==> src/hdl/cfr_pkg.sv <==
// shared types, constants and the crc helper for the cobs/crc frame receiver
package cfr_pkg;

  // buffer sizes
  localparam int ENC_DEPTH  = 64;
  localparam int DEC_DEPTH  = 64;
  localparam int ENC_CNT_W  = $clog2(ENC_DEPTH + 1);
  localparam int DEC_CNT_W  = $clog2(DEC_DEPTH + 1);
  localparam int DEC_IDX_W  = $clog2(DEC_DEPTH);
  localparam int RAM_DEPTH  = 2 * DEC_DEPTH;
  localparam int RAM_ADDR_W = DEC_IDX_W + 1;
  localparam int FQ_DEPTH   = 2;
  localparam int FQ_PTR_W   = $clog2(FQ_DEPTH);
  localparam int FQ_CNT_W   = $clog2(FQ_DEPTH + 1);

  // frame layout: one version byte, two crc bytes
  localparam int MIN_FRAME = 3;

  // byte and crc constants
  localparam logic [7:0]  DELIM    = 8'h00;
  localparam logic [7:0]  CODE_FF  = 8'hFF;
  localparam logic [15:0] CRC_INIT = 16'hFFFF;
  localparam logic [15:0] CRC_POLY = 16'h1021;

  // result kinds
  localparam logic KIND_PAYLOAD = 1'b0;
  localparam logic KIND_STATUS  = 1'b1;

  // frame status codes
  typedef enum logic [2:0] {
    STAT_OK       = 3'd0,
    STAT_DECODE   = 3'd1,
    STAT_CRC      = 3'd2,
    STAT_VERSION  = 3'd3,
    STAT_OVERFLOW = 3'd4
  } status_t;

  // frame descriptor handed from front to back
  typedef struct packed {
    status_t                status;
    logic [DEC_IDX_W-1:0]   pay_len;
    logic                   bank;
  } frame_desc_t;

  // crc-16/ccitt update with one byte, msb first
  function automatic logic [15:0] crc_byte(input logic [15:0] crc_in, input logic [7:0] data);
    logic [15:0] c;
    c = crc_in ^ {data, 8'h00};
    for (int b = 0; b < 8; b++) begin
      if (c[15]) begin
        c = {c[14:0], 1'b0} ^ CRC_POLY;
      end else begin
        c = {c[14:0], 1'b0};
      end
    end
    return c;
  endfunction

endpackage

==> src/hdl/cobs_crc_frame_receiver_unit.sv <==
// top level of the cobs frame receiver with crc-16 check
// throughput: one link byte per cycle while full is low; results leave at one per cycle
// while pop is held, save when the sequencer starts on a payload frame; a failure status
// passes the descriptor queue and output register, a good frame's bytes a ram read too
// full rises while two finished frames wait in the descriptor queue (two ram banks)
// reset: control state cleared, protocol_version back to 1; the decoded ram is not cleared
module cobs_crc_frame_receiver_unit (
  input  logic       clk,
  input  logic       rst,
  input  logic       push,
  output logic       full,
  input  logic [7:0] rx_byte,
  input  logic       cfg_wr_en,
  input  logic [7:0] cfg_wr_data,
  output logic       empty,
  input  logic       pop,
  output logic       kind,
  output logic [7:0] payload_byte,
  output logic       last,
  output logic [2:0] status
);

  logic [7:0]                     protocol_version;
  logic                           desc_push;
  cfr_pkg::frame_desc_t           desc;
  cfr_pkg::frame_desc_t           head;
  logic                           q_empty;
  logic                           q_pop;
  logic                           wr_en;
  logic [cfr_pkg::RAM_ADDR_W-1:0] wr_addr;
  logic [7:0]                     wr_data;
  logic                           rd_en;
  logic [cfr_pkg::RAM_ADDR_W-1:0] rd_addr;
  logic [7:0]                     rd_data;

  // configuration register
  always_ff @(posedge clk) begin
    if (rst) begin
      protocol_version <= 8'h01;
    end else if (cfg_wr_en) begin
      protocol_version <= cfg_wr_data;
    end
  end

  cfr_front u_front (
    .clk              (clk),
    .rst              (rst),
    .accept           (push && !full),
    .rx_byte          (rx_byte),
    .protocol_version (protocol_version),
    .desc_push        (desc_push),
    .desc             (desc),
    .wr_en            (wr_en),
    .wr_addr          (wr_addr),
    .wr_data          (wr_data)
  );

  cfr_fq u_fq (
    .clk       (clk),
    .rst       (rst),
    .push      (desc_push),
    .push_desc (desc),
    .pop       (q_pop),
    .head      (head),
    .empty     (q_empty),
    .full      (full)
  );

  cfr_ram #(
    .WIDTH (8),
    .DEPTH (cfr_pkg::RAM_DEPTH)
  ) u_dec_ram (
    .clk     (clk),
    .wr_en   (wr_en),
    .wr_addr (wr_addr),
    .wr_data (wr_data),
    .rd_en   (rd_en),
    .rd_addr (rd_addr),
    .rd_data (rd_data)
  );

  cfr_back u_back (
    .clk          (clk),
    .rst          (rst),
    .head         (head),
    .q_empty      (q_empty),
    .q_pop        (q_pop),
    .rd_en        (rd_en),
    .rd_addr      (rd_addr),
    .rd_data      (rd_data),
    .pop          (pop),
    .empty        (empty),
    .kind         (kind),
    .payload_byte (payload_byte),
    .last         (last),
    .status       (status)
  );

endmodule

==> src/hdl/cfr_ram.sv <==
// generic single write port ram with registered read
module cfr_ram #(
  parameter int WIDTH = 8,
  parameter int DEPTH = 128
) (
  input  logic                     clk,
  input  logic                     wr_en,
  input  logic [$clog2(DEPTH)-1:0] wr_addr,
  input  logic [WIDTH-1:0]         wr_data,
  input  logic                     rd_en,
  input  logic [$clog2(DEPTH)-1:0] rd_addr,
  output logic [WIDTH-1:0]         rd_data
);

  logic [WIDTH-1:0] mem [DEPTH];

  // write and registered read
  always_ff @(posedge clk) begin
    if (wr_en) begin
      mem[wr_addr] <= wr_data;
    end
    if (rd_en) begin
      rd_data <= mem[rd_addr];
    end
  end

endmodule

==> src/hdl/cfr_front.sv <==
// front end: streaming cobs decode, crc accumulation and frame classification
module cfr_front (
  input  logic                         clk,
  input  logic                         rst,
  input  logic                         accept,
  input  logic [7:0]                   rx_byte,
  input  logic [7:0]                   protocol_version,
  output logic                         desc_push,
  output cfr_pkg::frame_desc_t         desc,
  output logic                         wr_en,
  output logic [cfr_pkg::RAM_ADDR_W-1:0] wr_addr,
  output logic [7:0]                   wr_data
);

  logic [cfr_pkg::ENC_CNT_W-1:0] enc_cnt, enc_cnt_next;
  logic                          discarding, discarding_next;
  logic [7:0]                    left, left_next;
  logic                          code_ff, code_ff_next;
  logic [cfr_pkg::DEC_CNT_W-1:0] olen, olen_next;
  logic                          fail, fail_next;
  logic [15:0]                   crc, crc_next;
  logic [7:0]                    hist1, hist1_next;
  logic [7:0]                    hist2, hist2_next;
  logic [7:0]                    first_byte, first_byte_next;
  logic                          wbank, wbank_next;
  logic                          dec_valid;
  logic [7:0]                    dec_byte;
  cfr_pkg::status_t              frame_status;

  // classification of the finished frame
  always_comb begin
    priority if (fail || (left != 8'd0) ||
                 (olen < cfr_pkg::DEC_CNT_W'(cfr_pkg::MIN_FRAME))) begin
      frame_status = cfr_pkg::STAT_DECODE;
    end else if ({hist1, hist2} != crc) begin
      frame_status = cfr_pkg::STAT_CRC;
    end else if (first_byte != protocol_version) begin
      frame_status = cfr_pkg::STAT_VERSION;
    end else begin
      frame_status = cfr_pkg::STAT_OK;
    end
  end

  // per byte decode and descriptor generation
  always_comb begin
    enc_cnt_next    = enc_cnt;
    discarding_next = discarding;
    left_next       = left;
    code_ff_next    = code_ff;
    olen_next       = olen;
    fail_next       = fail;
    crc_next        = crc;
    hist1_next      = hist1;
    hist2_next      = hist2;
    first_byte_next = first_byte;
    wbank_next      = wbank;
    dec_valid       = 1'b0;
    dec_byte        = rx_byte;
    desc_push       = 1'b0;
    desc.status     = frame_status;
    desc.pay_len    = cfr_pkg::DEC_IDX_W'(olen - cfr_pkg::DEC_CNT_W'(cfr_pkg::MIN_FRAME));
    desc.bank       = wbank;
    wr_en           = 1'b0;
    wr_addr         = {wbank, olen[cfr_pkg::DEC_IDX_W-1:0]};

    if (accept) begin
      if (rx_byte != cfr_pkg::DELIM) begin
        if (discarding) begin
          // bytes after an overflow are dropped
        end else if (enc_cnt < cfr_pkg::ENC_CNT_W'(cfr_pkg::ENC_DEPTH)) begin
          enc_cnt_next = enc_cnt + 1'b1;
          if (enc_cnt == '0) begin
            // first code byte of a frame
            left_next    = rx_byte - 8'd1;
            code_ff_next = (rx_byte == cfr_pkg::CODE_FF);
            olen_next    = '0;
            fail_next    = 1'b0;
            crc_next     = cfr_pkg::CRC_INIT;
          end else if (left != 8'd0) begin
            dec_valid = 1'b1;
            left_next = left - 8'd1;
          end else begin
            // new group: implied zero unless the previous code was a full block
            dec_valid    = !code_ff;
            dec_byte     = cfr_pkg::DELIM;
            left_next    = rx_byte - 8'd1;
            code_ff_next = (rx_byte == cfr_pkg::CODE_FF);
          end
        end else begin
          // buffer overflow
          enc_cnt_next    = '0;
          discarding_next = 1'b1;
          desc_push       = 1'b1;
          desc.status     = cfr_pkg::STAT_OVERFLOW;
          desc.pay_len    = '0;
        end
      end else begin
        if (discarding) begin
          discarding_next = 1'b0;
          enc_cnt_next    = '0;
        end else if (enc_cnt != '0) begin
          desc_push    = 1'b1;
          enc_cnt_next = '0;
        end
      end
    end

    // store a decoded byte and run the delayed crc
    if (dec_valid) begin
      if (olen >= cfr_pkg::DEC_CNT_W'(cfr_pkg::DEC_DEPTH)) begin
        fail_next = 1'b1;
      end else begin
        wr_en     = 1'b1;
        olen_next = olen + 1'b1;
        if (olen == '0) begin
          first_byte_next = dec_byte;
        end
        if (olen >= cfr_pkg::DEC_CNT_W'(2)) begin
          crc_next = cfr_pkg::crc_byte(crc, hist2);
        end
        hist2_next = hist1;
        hist1_next = dec_byte;
      end
    end

    if (desc_push) begin
      wbank_next = !wbank;
    end
  end

  assign wr_data = dec_byte;

  // state registers
  always_ff @(posedge clk) begin
    if (rst) begin
      enc_cnt    <= '0;
      discarding <= 1'b0;
      wbank      <= 1'b0;
    end else begin
      enc_cnt    <= enc_cnt_next;
      discarding <= discarding_next;
      wbank      <= wbank_next;
    end
    left       <= left_next;
    code_ff    <= code_ff_next;
    olen       <= olen_next;
    fail       <= fail_next;
    crc        <= crc_next;
    hist1      <= hist1_next;
    hist2      <= hist2_next;
    first_byte <= first_byte_next;
  end

endmodule

==> src/hdl/cfr_fq.sv <==
// short descriptor queue between front and back
module cfr_fq (
  input  logic                 clk,
  input  logic                 rst,
  input  logic                 push,
  input  cfr_pkg::frame_desc_t push_desc,
  input  logic                 pop,
  output cfr_pkg::frame_desc_t head,
  output logic                 empty,
  output logic                 full
);

  cfr_pkg::frame_desc_t         entries [cfr_pkg::FQ_DEPTH];
  logic [cfr_pkg::FQ_PTR_W-1:0] wr_ptr;
  logic [cfr_pkg::FQ_PTR_W-1:0] rd_ptr;
  logic [cfr_pkg::FQ_CNT_W-1:0] count;
  logic                         do_push;
  logic                         do_pop;

  assign empty   = (count == '0);
  assign full    = (count == cfr_pkg::FQ_CNT_W'(cfr_pkg::FQ_DEPTH));
  assign do_push = push && !full;
  assign do_pop  = pop && !empty;
  assign head    = entries[rd_ptr];

  // pointers and fill level
  always_ff @(posedge clk) begin
    if (rst) begin
      wr_ptr <= '0;
      rd_ptr <= '0;
      count  <= '0;
    end else begin
      if (do_push) begin
        wr_ptr <= (wr_ptr == cfr_pkg::FQ_PTR_W'(cfr_pkg::FQ_DEPTH - 1)) ? '0 : wr_ptr + 1'b1;
      end
      if (do_pop) begin
        rd_ptr <= (rd_ptr == cfr_pkg::FQ_PTR_W'(cfr_pkg::FQ_DEPTH - 1)) ? '0 : rd_ptr + 1'b1;
      end
      unique case ({do_push, do_pop})
        2'b10:   count <= count + 1'b1;
        2'b01:   count <= count - 1'b1;
        default: count <= count;
      endcase
    end
  end

  // entry storage
  always_ff @(posedge clk) begin
    if (do_push) begin
      entries[wr_ptr] <= push_desc;
    end
  end

endmodule

==> src/hdl/cfr_back.sv <==
// back end: drains decoded payload from the ram and issues status results
module cfr_back (
  input  logic                           clk,
  input  logic                           rst,
  input  cfr_pkg::frame_desc_t           head,
  input  logic                           q_empty,
  output logic                           q_pop,
  output logic                           rd_en,
  output logic [cfr_pkg::RAM_ADDR_W-1:0] rd_addr,
  input  logic [7:0]                     rd_data,
  input  logic                           pop,
  output logic                           empty,
  output logic                           kind,
  output logic [7:0]                     payload_byte,
  output logic                           last,
  output logic [2:0]                     status
);

  typedef enum logic [1:0] {
    S_IDLE,
    S_FETCH,
    S_CLOSE
  } state_t;

  state_t                       state;
  logic [cfr_pkg::DEC_IDX_W-1:0] idx;
  logic [cfr_pkg::DEC_IDX_W-1:0] remain;
  logic                         o_valid;
  logic                         o_load;
  logic                         out_free;
  logic                         head_simple;
  logic                         start_fetch;

  assign out_free    = !o_valid || pop;
  assign head_simple = (head.status != cfr_pkg::STAT_OK) || (head.pay_len == '0);
  assign start_fetch = (state == S_IDLE) && !q_empty && out_free && !head_simple;
  assign empty       = !o_valid;

  // output register takes a new result whenever the sequencer issues one
  assign o_load = out_free &&
                  (((state == S_IDLE) && !q_empty && head_simple) ||
                   (state == S_FETCH) || (state == S_CLOSE));

  // queue pop and ram read control
  always_comb begin
    q_pop   = ((state == S_IDLE) && !q_empty && out_free && head_simple) ||
              ((state == S_CLOSE) && out_free);
    rd_en   = start_fetch ||
              ((state == S_FETCH) && out_free && (remain != cfr_pkg::DEC_IDX_W'(1)));
    rd_addr = (state == S_IDLE) ? {head.bank, cfr_pkg::DEC_IDX_W'(1)}
                                : {head.bank, idx + 1'b1};
  end

  // sequencer and output register
  always_ff @(posedge clk) begin
    if (rst) begin
      state   <= S_IDLE;
      o_valid <= 1'b0;
    end else begin
      o_valid <= o_load || (o_valid && !pop);
      unique case (state)
        S_IDLE: begin
          if (!q_empty && out_free) begin
            if (head_simple) begin
              kind         <= cfr_pkg::KIND_STATUS;
              payload_byte <= 8'h00;
              last         <= 1'b1;
              status       <= head.status;
            end else begin
              idx    <= cfr_pkg::DEC_IDX_W'(1);
              remain <= head.pay_len;
              state  <= S_FETCH;
            end
          end
        end
        S_FETCH: begin
          if (out_free) begin
            kind         <= cfr_pkg::KIND_PAYLOAD;
            payload_byte <= rd_data;
            last         <= 1'b0;
            status       <= cfr_pkg::STAT_OK;
            if (remain == cfr_pkg::DEC_IDX_W'(1)) begin
              state <= S_CLOSE;
            end else begin
              idx    <= idx + 1'b1;
              remain <= remain - 1'b1;
            end
          end
        end
        S_CLOSE: begin
          if (out_free) begin
            kind         <= cfr_pkg::KIND_STATUS;
            payload_byte <= 8'h00;
            last         <= 1'b1;
            status       <= cfr_pkg::STAT_OK;
            state        <= S_IDLE;
          end
        end
        default: begin
          state <= S_IDLE;
        end
      endcase
    end
  end

endmodule

==> config.mk <==
export PLATFORM = sky130hd
export DESIGN_NAME = cobs_crc_frame_receiver_unit
export DESIGN_NICKNAME = d
export VERILOG_FILES = /design/src/hdl/cfr_pkg.sv /design/src/hdl/cobs_crc_frame_receiver_unit.sv /design/src/hdl/cfr_ram.sv /design/src/hdl/cfr_front.sv /design/src/hdl/cfr_fq.sv /design/src/hdl/cfr_back.sv
export SDC_FILE = /design/constraint.sdc
export NUM_CORES = 2
export LEC_CHECK = 0
export BUFFER_PORTS_ARGS = -buffer_cell sky130_fd_sc_hd__buf_2
export CAP_MARGIN = 20
export CORE_ASPECT_RATIO = 1.4
export CORE_MARGIN = 1
export CORE_UTILIZATION = 45
export CTS_BUF_LIST = sky130_fd_sc_hd__clkbuf_8
export CTS_CLUSTER_SIZE = 8
export DETAILED_ROUTE_END_ITERATION = 8
export SYNTH_ARGS = -nofsm -noshare
export SYNTH_HDL_FRONTEND = slang
export SYNTH_SLANG_ARGS = --single-unit
==> constraint.sdc <==
create_clock -name clk -period 18 [get_ports clk]
set_clock_uncertainty 0.1 [all_clocks]
set_input_delay 3.6 -clock clk [delete_from_list [all_inputs] [get_ports clk]]
set_output_delay 3.6 -clock clk [all_outputs]
set_load 0.005 [all_outputs]
---- After elaboration in Yosys (flattened, before gate mapping) ----
Memory sizes are Yosys's and may differ from the RTL's. A register that Yosys moved wholly into a read port is not among the register bits.
Index checks and enable logic that the tools add are counted.
storage, ports and cells
  logic and storage cells ................. 254
  register bits ........................... 105
  input port bits ......................... 21
  memories kept ........................... 2
  output and inout bits ................... 15
  bits in writable memories ............... 1,044
cells by class
  eq/ne operators ......................... 20
  $add $sub $neg .......................... 11
  order comparisons ....................... 4
  multiplexer cells ....................... 129
  bitwise logic cells ..................... 12
  reductions and logical operators ........ 54
memory list
  name           words  bits a word  rd ports  clocked after Yosys merged registers in  wr ports  line           text
  u_dec_ram.mem  128    8            1         1                                        1         cfr_ram.sv:15  logic [WIDTH-1:0] mem [DEPTH];
  u_fq.entries   2      10           1         1                                        1         cfr_fq.sv:13   cfr_pkg::frame_desc_t entries [cfr_pkg::FQ_DEPTH];
operators with widths
  operator                                                            count
  16-bit two-way mux                                                  29
  13-bit two-way mux                                                  8
  8-bit two-way mux                                                   12
  7-bit two-way mux                                                   12
  6-bit two-way mux                                                   9
  1-bit two-way mux                                                   37
  9-bit two-way mux                                                   4
  3-bit inverter                                                      8
  6-bit case mux with 2 select lines                                  2
  8-bit case mux with 3 select lines                                  1
  16-bit != test                                                      1
  8-bit nonzero test                                                  2
  8-bit by 1-bit subtractor with 8-bit output, second input constant  2
  16-bit XOR                                                          1
  3-bit two-way mux                                                   5
  5-bit AND reduction                                                 3
  7-bit by 1-bit adder with 7-bit output, second input constant       2
  1-bit logical AND                                                   14
  7-bit logical NOT                                                   2
  2-bit two-way mux                                                   6
  6-bit AND reduction                                                 2
  2-bit by 1-bit != test with 1-bit output, second input constant     5
  2-bit != test, second input constant                                5
  1-bit logical OR                                                    9
  other kinds (31)                                                    49

---- Depth between registers and ports, before layout ----
  word-level depth ........................ 43
  gate-level depth with buffers ........... 13
  gate-level depth less buffers ........... 10

---- Modules after synthesis ----
A second synthesis with hierarchy kept.
second synthesis, totals
  cells, all modules ...................... 2,201
  area, all modules ....................... 46,045.4 µm²
by module, submodules not included
  module                        cells each  seq. area each (µm²)  times used  area an instance (µm²)
  cfr_ram                       1,635       30,989.7              1           39,745.6
  cfr_front                     350         1,651.6               1           3,632.2
  cfr_back                      132         780.7                 1           1,428.9
  cfr_fq                        57          700.7                 1           942.2
  cobs_crc_frame_receiver_unit  27          160.2                 1           296.5

---- Worst setup path before layout ----
No wires, ideal clock.
  kind .................................... in2reg
  start ................................... input port rx_byte[0]
  end ..................................... memory u_dec_ram.mem[0][2], data pin
  stages on the path ...................... 6
  arrival ................................. 7,567 ps
  path buffers ............................ 0
  setup time .............................. 835 ps
  required time ........................... 17,065 ps
  path slack .............................. 9,498 ps
  cells stage by stage .................... inv_1 -> ha_1 -> nor3b_2 -> nand3_1 -> a21oi_1 -> nor2b_1
between the ends
  word-level cells in the longest chain between the ends .. 3
RTL lines
  item                            line                                text
  start, declared                 cobs_crc_frame_receiver_unit.sv:12  input logic [7:0] rx_byte,
  8-bit nonzero test              cfr_front.sv:67                     if (rx_byte != cfr_pkg::DELIM) begin
  8-bit two-way mux               cfr_front.sv:67
  8-bit two-way mux               cfr_front.sv:66                     if (accept) begin
  named net u_dec_ram.wr_data[2]  cfr_ram.sv:9                        input logic [WIDTH-1:0] wr_data,
  end, declared                   cfr_ram.sv:15
The timed path passes the listed nets, and every way through them passes these cells.

---- Worst setup path in the final report ----
  start ................................... input port rx_byte[0]
  end ..................................... memory u_dec_ram.mem[107][6], enable pin
between the ends
  word-level cells in the longest chain between the ends .. 6
RTL lines
  item                                     line              text
  8-bit nonzero test                       cfr_front.sv:67
  1-bit two-way mux                        cfr_front.sv:67
  1-bit two-way mux                        cfr_front.sv:66
  1-bit two-way mux                        cfr_front.sv:109  if (dec_valid) begin
  1-bit two-way mux                        cfr_ram.sv:19     if (wr_en) begin
  1-bit two-way mux (not written as such)  cfr_ram.sv:20     mem[wr_addr] <= wr_data;
Every way passes these cells.

==> results.md <==
* Worst skew pair latency at 860 ps
* Worst hold path class: flop to flop
* Core area at 0.104 sq mm
* Synth Flop Type: edfxtp_1
* Hold path cells at 1
* List of most frequent post-synthesis cells: edfxtp_1 (1109), nand2_1 (369), nor2_1 (220)
* Depth of the CTS H-tree at 4
* Cell row count at 140
* GRT Overall Usage at 0.268
* Worst hold path startpoint: u_front.fail$_DFF_P_
* DR WL/cell at 30.5 um
* Antenna Nets Post-Route at 0
* Num CTS Buffers at 174
* Slowest stage delay, CP at 940 ps
* Largest net degree at the start of global routing at 131
* Worst vdd rail ir drop at 74.5 uV
* GP Congestion at 0.939
* Setup TNS at 0 ps
* CP required at 18380 ps
* Worst Tran Pin Value at 1200 ps
* CTS tree: yes
* First-pass GRT wire length at 201000 um
* Reg-to-Reg Start: u_back.idx[0]$_SDFFCE_PN1P_
* CP top delay family: simple AND/OR/NAND/NOR gates
* Cts hold-fix bufs at 0
* RSZ-0062 raised after global routing: no
* Syn avg cell area at 15.4 sq um
* Max_cap viols at 0
* Slew margin rel. at 0.200
* Hpwl dp at 86600 um
* Clk buf depth at 3
* Pleak at 16.4 nW
* CP max FO at 16
* GRT overflow at 0
* R2R setup slack at 11890 ps
* Crit end category: flop
* Sequential share of the synthesized area at 0.728
* CTS clk-pin slew, worst paths at 60 ps
* Die Height at 385 um
* Final min period at 6780 ps
* Post-Synthesis Cell Area at 0.0471 sq mm
* Final period util at 0.377
* Flops & latches, synth at 1158
* Nets at 3195
* Hold Path End: u_front.fail$_DFF_P_
* Clock root buffer: clkbuf_8
* Initial core utilization at 0.453
* Layout cell share with drive strength beyond 1 at 0.145
* Die Outline Area at 0.106 sq mm
* Initial antenna violation count at 3
* EDFF count, synth at 1109
* Syn-to-layout area delta at 9.72%
* Number of global-route vias before repair at 29000
* Cells on worst reg2reg path at 12
* Worst EP arrival at 7160 ps
* Routed WL at 141000 um
* Cells after Synth at 3062
* Syn Nets at 3099
* Port Buffers at 35
* Synth area leaders: edfxtp_1 (71%), mux4_2 (4.7%), nand2_1 (2.9%)
* Slew Viols, Final at 0
* DP Worst Slack at 10480 ps
* Leading area contributor after synthesis: edfxtp_1
* TritonRoute pass-1 iters at 6
* IO Count at 36
* Fmax at 148 MHz
* Crit-path cells: buf_2 > inv_1 > ha_1 > nor3b_2 > a31oi_2 > o2111ai_2 > nor3_1 > nand3_2 > nor2_1
* Post_cts resized at 0
* Via count at 28600
* Initial DRC count at 3202
* Synthesis Warnings at 0
* WP depth at 9
* Critical Path Slowest Stage Cell: nor2_1
* Cell variety after synth at 81
* Pwr dens at 98.0 mW/mm^2
* Final worst slack at 11220 ps
* DR vias/cell at 6.21
* Kind of critical path: input port to flop
* Horiz. Die Dim at 275 um
* DRC Markers at 0
* Setup Fix Bufs, Post-CTS at 0
* Worst path buffer plus inverter count at 2
* Reg-to-Reg End: u_dec_ram.rd_data[7]$_DFFE_PP_
* Final Setup Violations at 0
* Ys async rst share at 0
* Top-count cell post-synth: edfxtp_1
* Status: finished, final reports clean
* Top-area cell type share of the netlist area at 0.707
* CTS sink count at 1158
* Startpoint types: input port
* Fin. Hold Viols at 0
[registers in the layout, summed over array words and instances (netlist names), 2 cells and up, named ones only]
signal	cells
u_front.olen	7
u_back.state	2
u_dec_ram.rd_data	8
u_front.hist1	8
protocol_version	8
u_front.hist2	8
u_fq.count	2
u_front.crc	16
u_back.payload_byte	8
u_front.left	8
u_front.enc_cnt	7
u_fq.entries	20
u_front.first_byte	8
u_back.remain	6
u_back.idx	6
u_back.status	3
u_dec_ram.mem	1024
[worst register-to-register path, delay by kind of cell (launching register included)]
kind / cells / cell delay [ps]
flip-flops: 1 / 320
AO/OA/AOI/OAI: 3 / 1320
AND/OR/NAND/NOR: 3 / 900
buffers and inverters: 5 / 2720
multiplexers: 1 / 390
[stage by stage]
stage	instance area, sq um	cells	utilization	hold slack (ps)	total power [mW]
after floorplan	47100	3062	-	324	3.15
after global placement	48800	4329	0.469	346	3.23
after detailed placement	48800	4331	0.470	349	3.23
after CTS	51700	4601	0.497	368	5.09
after global routing	51700	4602	0.497	389	5.21
final	51700	4604	0.498	368	5.07
[cells in the final DEF (no fill, tap or decap), drive strengths merged, types with 9 or more instances in the layout]
master / netlist / final
a2111oi: 11 / 11
a211oi: 65 / 65
a21oi: 78 / 78
a221oi: 12 / 12
a22oi: 9 / 9
a311oi: 43 / 43
a31oi: 65 / 65
and2: 10 / 10
and3: 24 / 24
buf: 117 / 108
clkbuf: 71 / 181
clkinv: 0 / 21
dfxtp: 49 / 49
edfxtp: 1109 / 1109
ha: 16 / 16
inv: 25 / 88
mux2: 29 / 29
mux2i: 97 / 97
mux4: 98 / 98
nand2: 369 / 369
nand3: 86 / 86
nand4: 21 / 21
nor2: 221 / 221
nor2b: 51 / 51
nor3: 58 / 58
nor4: 13 / 13
o211ai: 21 / 21
o21ai: 62 / 62
o221ai: 23 / 23
o22ai: 22 / 22
or3: 13 / 13
xnor2: 37 / 37
xor2: 46 / 46
[logic make-up (layout without fill, tap and decap cells)]
kind of cell	Yosys count	count (layout)	synth area share
other	0	3	0
adders and majority gates	16	16	0.00425
DFF	1158	1158	0.728
and+or+nand+nor	890	890	0.0843
AOI/OAI and AO/OA	478	478	0.0710
muxes	224	224	0.0744
xor gates and xnor gates	83	83	0.0159
buffers and inverters	213	403	0.0223
[worst max path at each step]
stage                from                               to  slack, ps
2_1_floorplan  rx_byte[0]    u_dec_ram.mem[0][2]$_DFFE_PP_       9500
3_3_place_gp   rx_byte[0]   u_dec_ram.mem[27][0]$_DFFE_PP_      10590
3_5_place_dp   rx_byte[0]   u_dec_ram.mem[75][2]$_DFFE_PP_      10480
4_1_cts        rx_byte[0]  u_dec_ram.mem[115][1]$_DFFE_PP_      11400
5_1_grt        rx_byte[0]  u_dec_ram.mem[115][0]$_DFFE_PP_      11140
6_report       rx_byte[0]  u_dec_ram.mem[107][6]$_DFFE_PP_      11220
[area by class of cell]
class,count,area [sq um]
antenna,3,7.51
clock buffer,181,2490
clock inverter,89,397
fill,8627,52200
inverter,25,93.8
multi-input combinational,1691,12000
sequential,1158,34300
tap,1349,1690
timing repair buffer,108,768
[where the power goes]
part	total [mW]	switching, mW	internal [mW]
Combinational	0.178	0.129	0.0484
Sequential	3.00	0.0205	2.98
Clock	1.89	0.976	0.917
[layer usage]
layer	track usage	wire, um
met5	0	0
met4	0.166	9690
met3	0.0503	10500
met2	0.454	70800
met1	0.312	49600
Power figures use the tool's default switching activity.
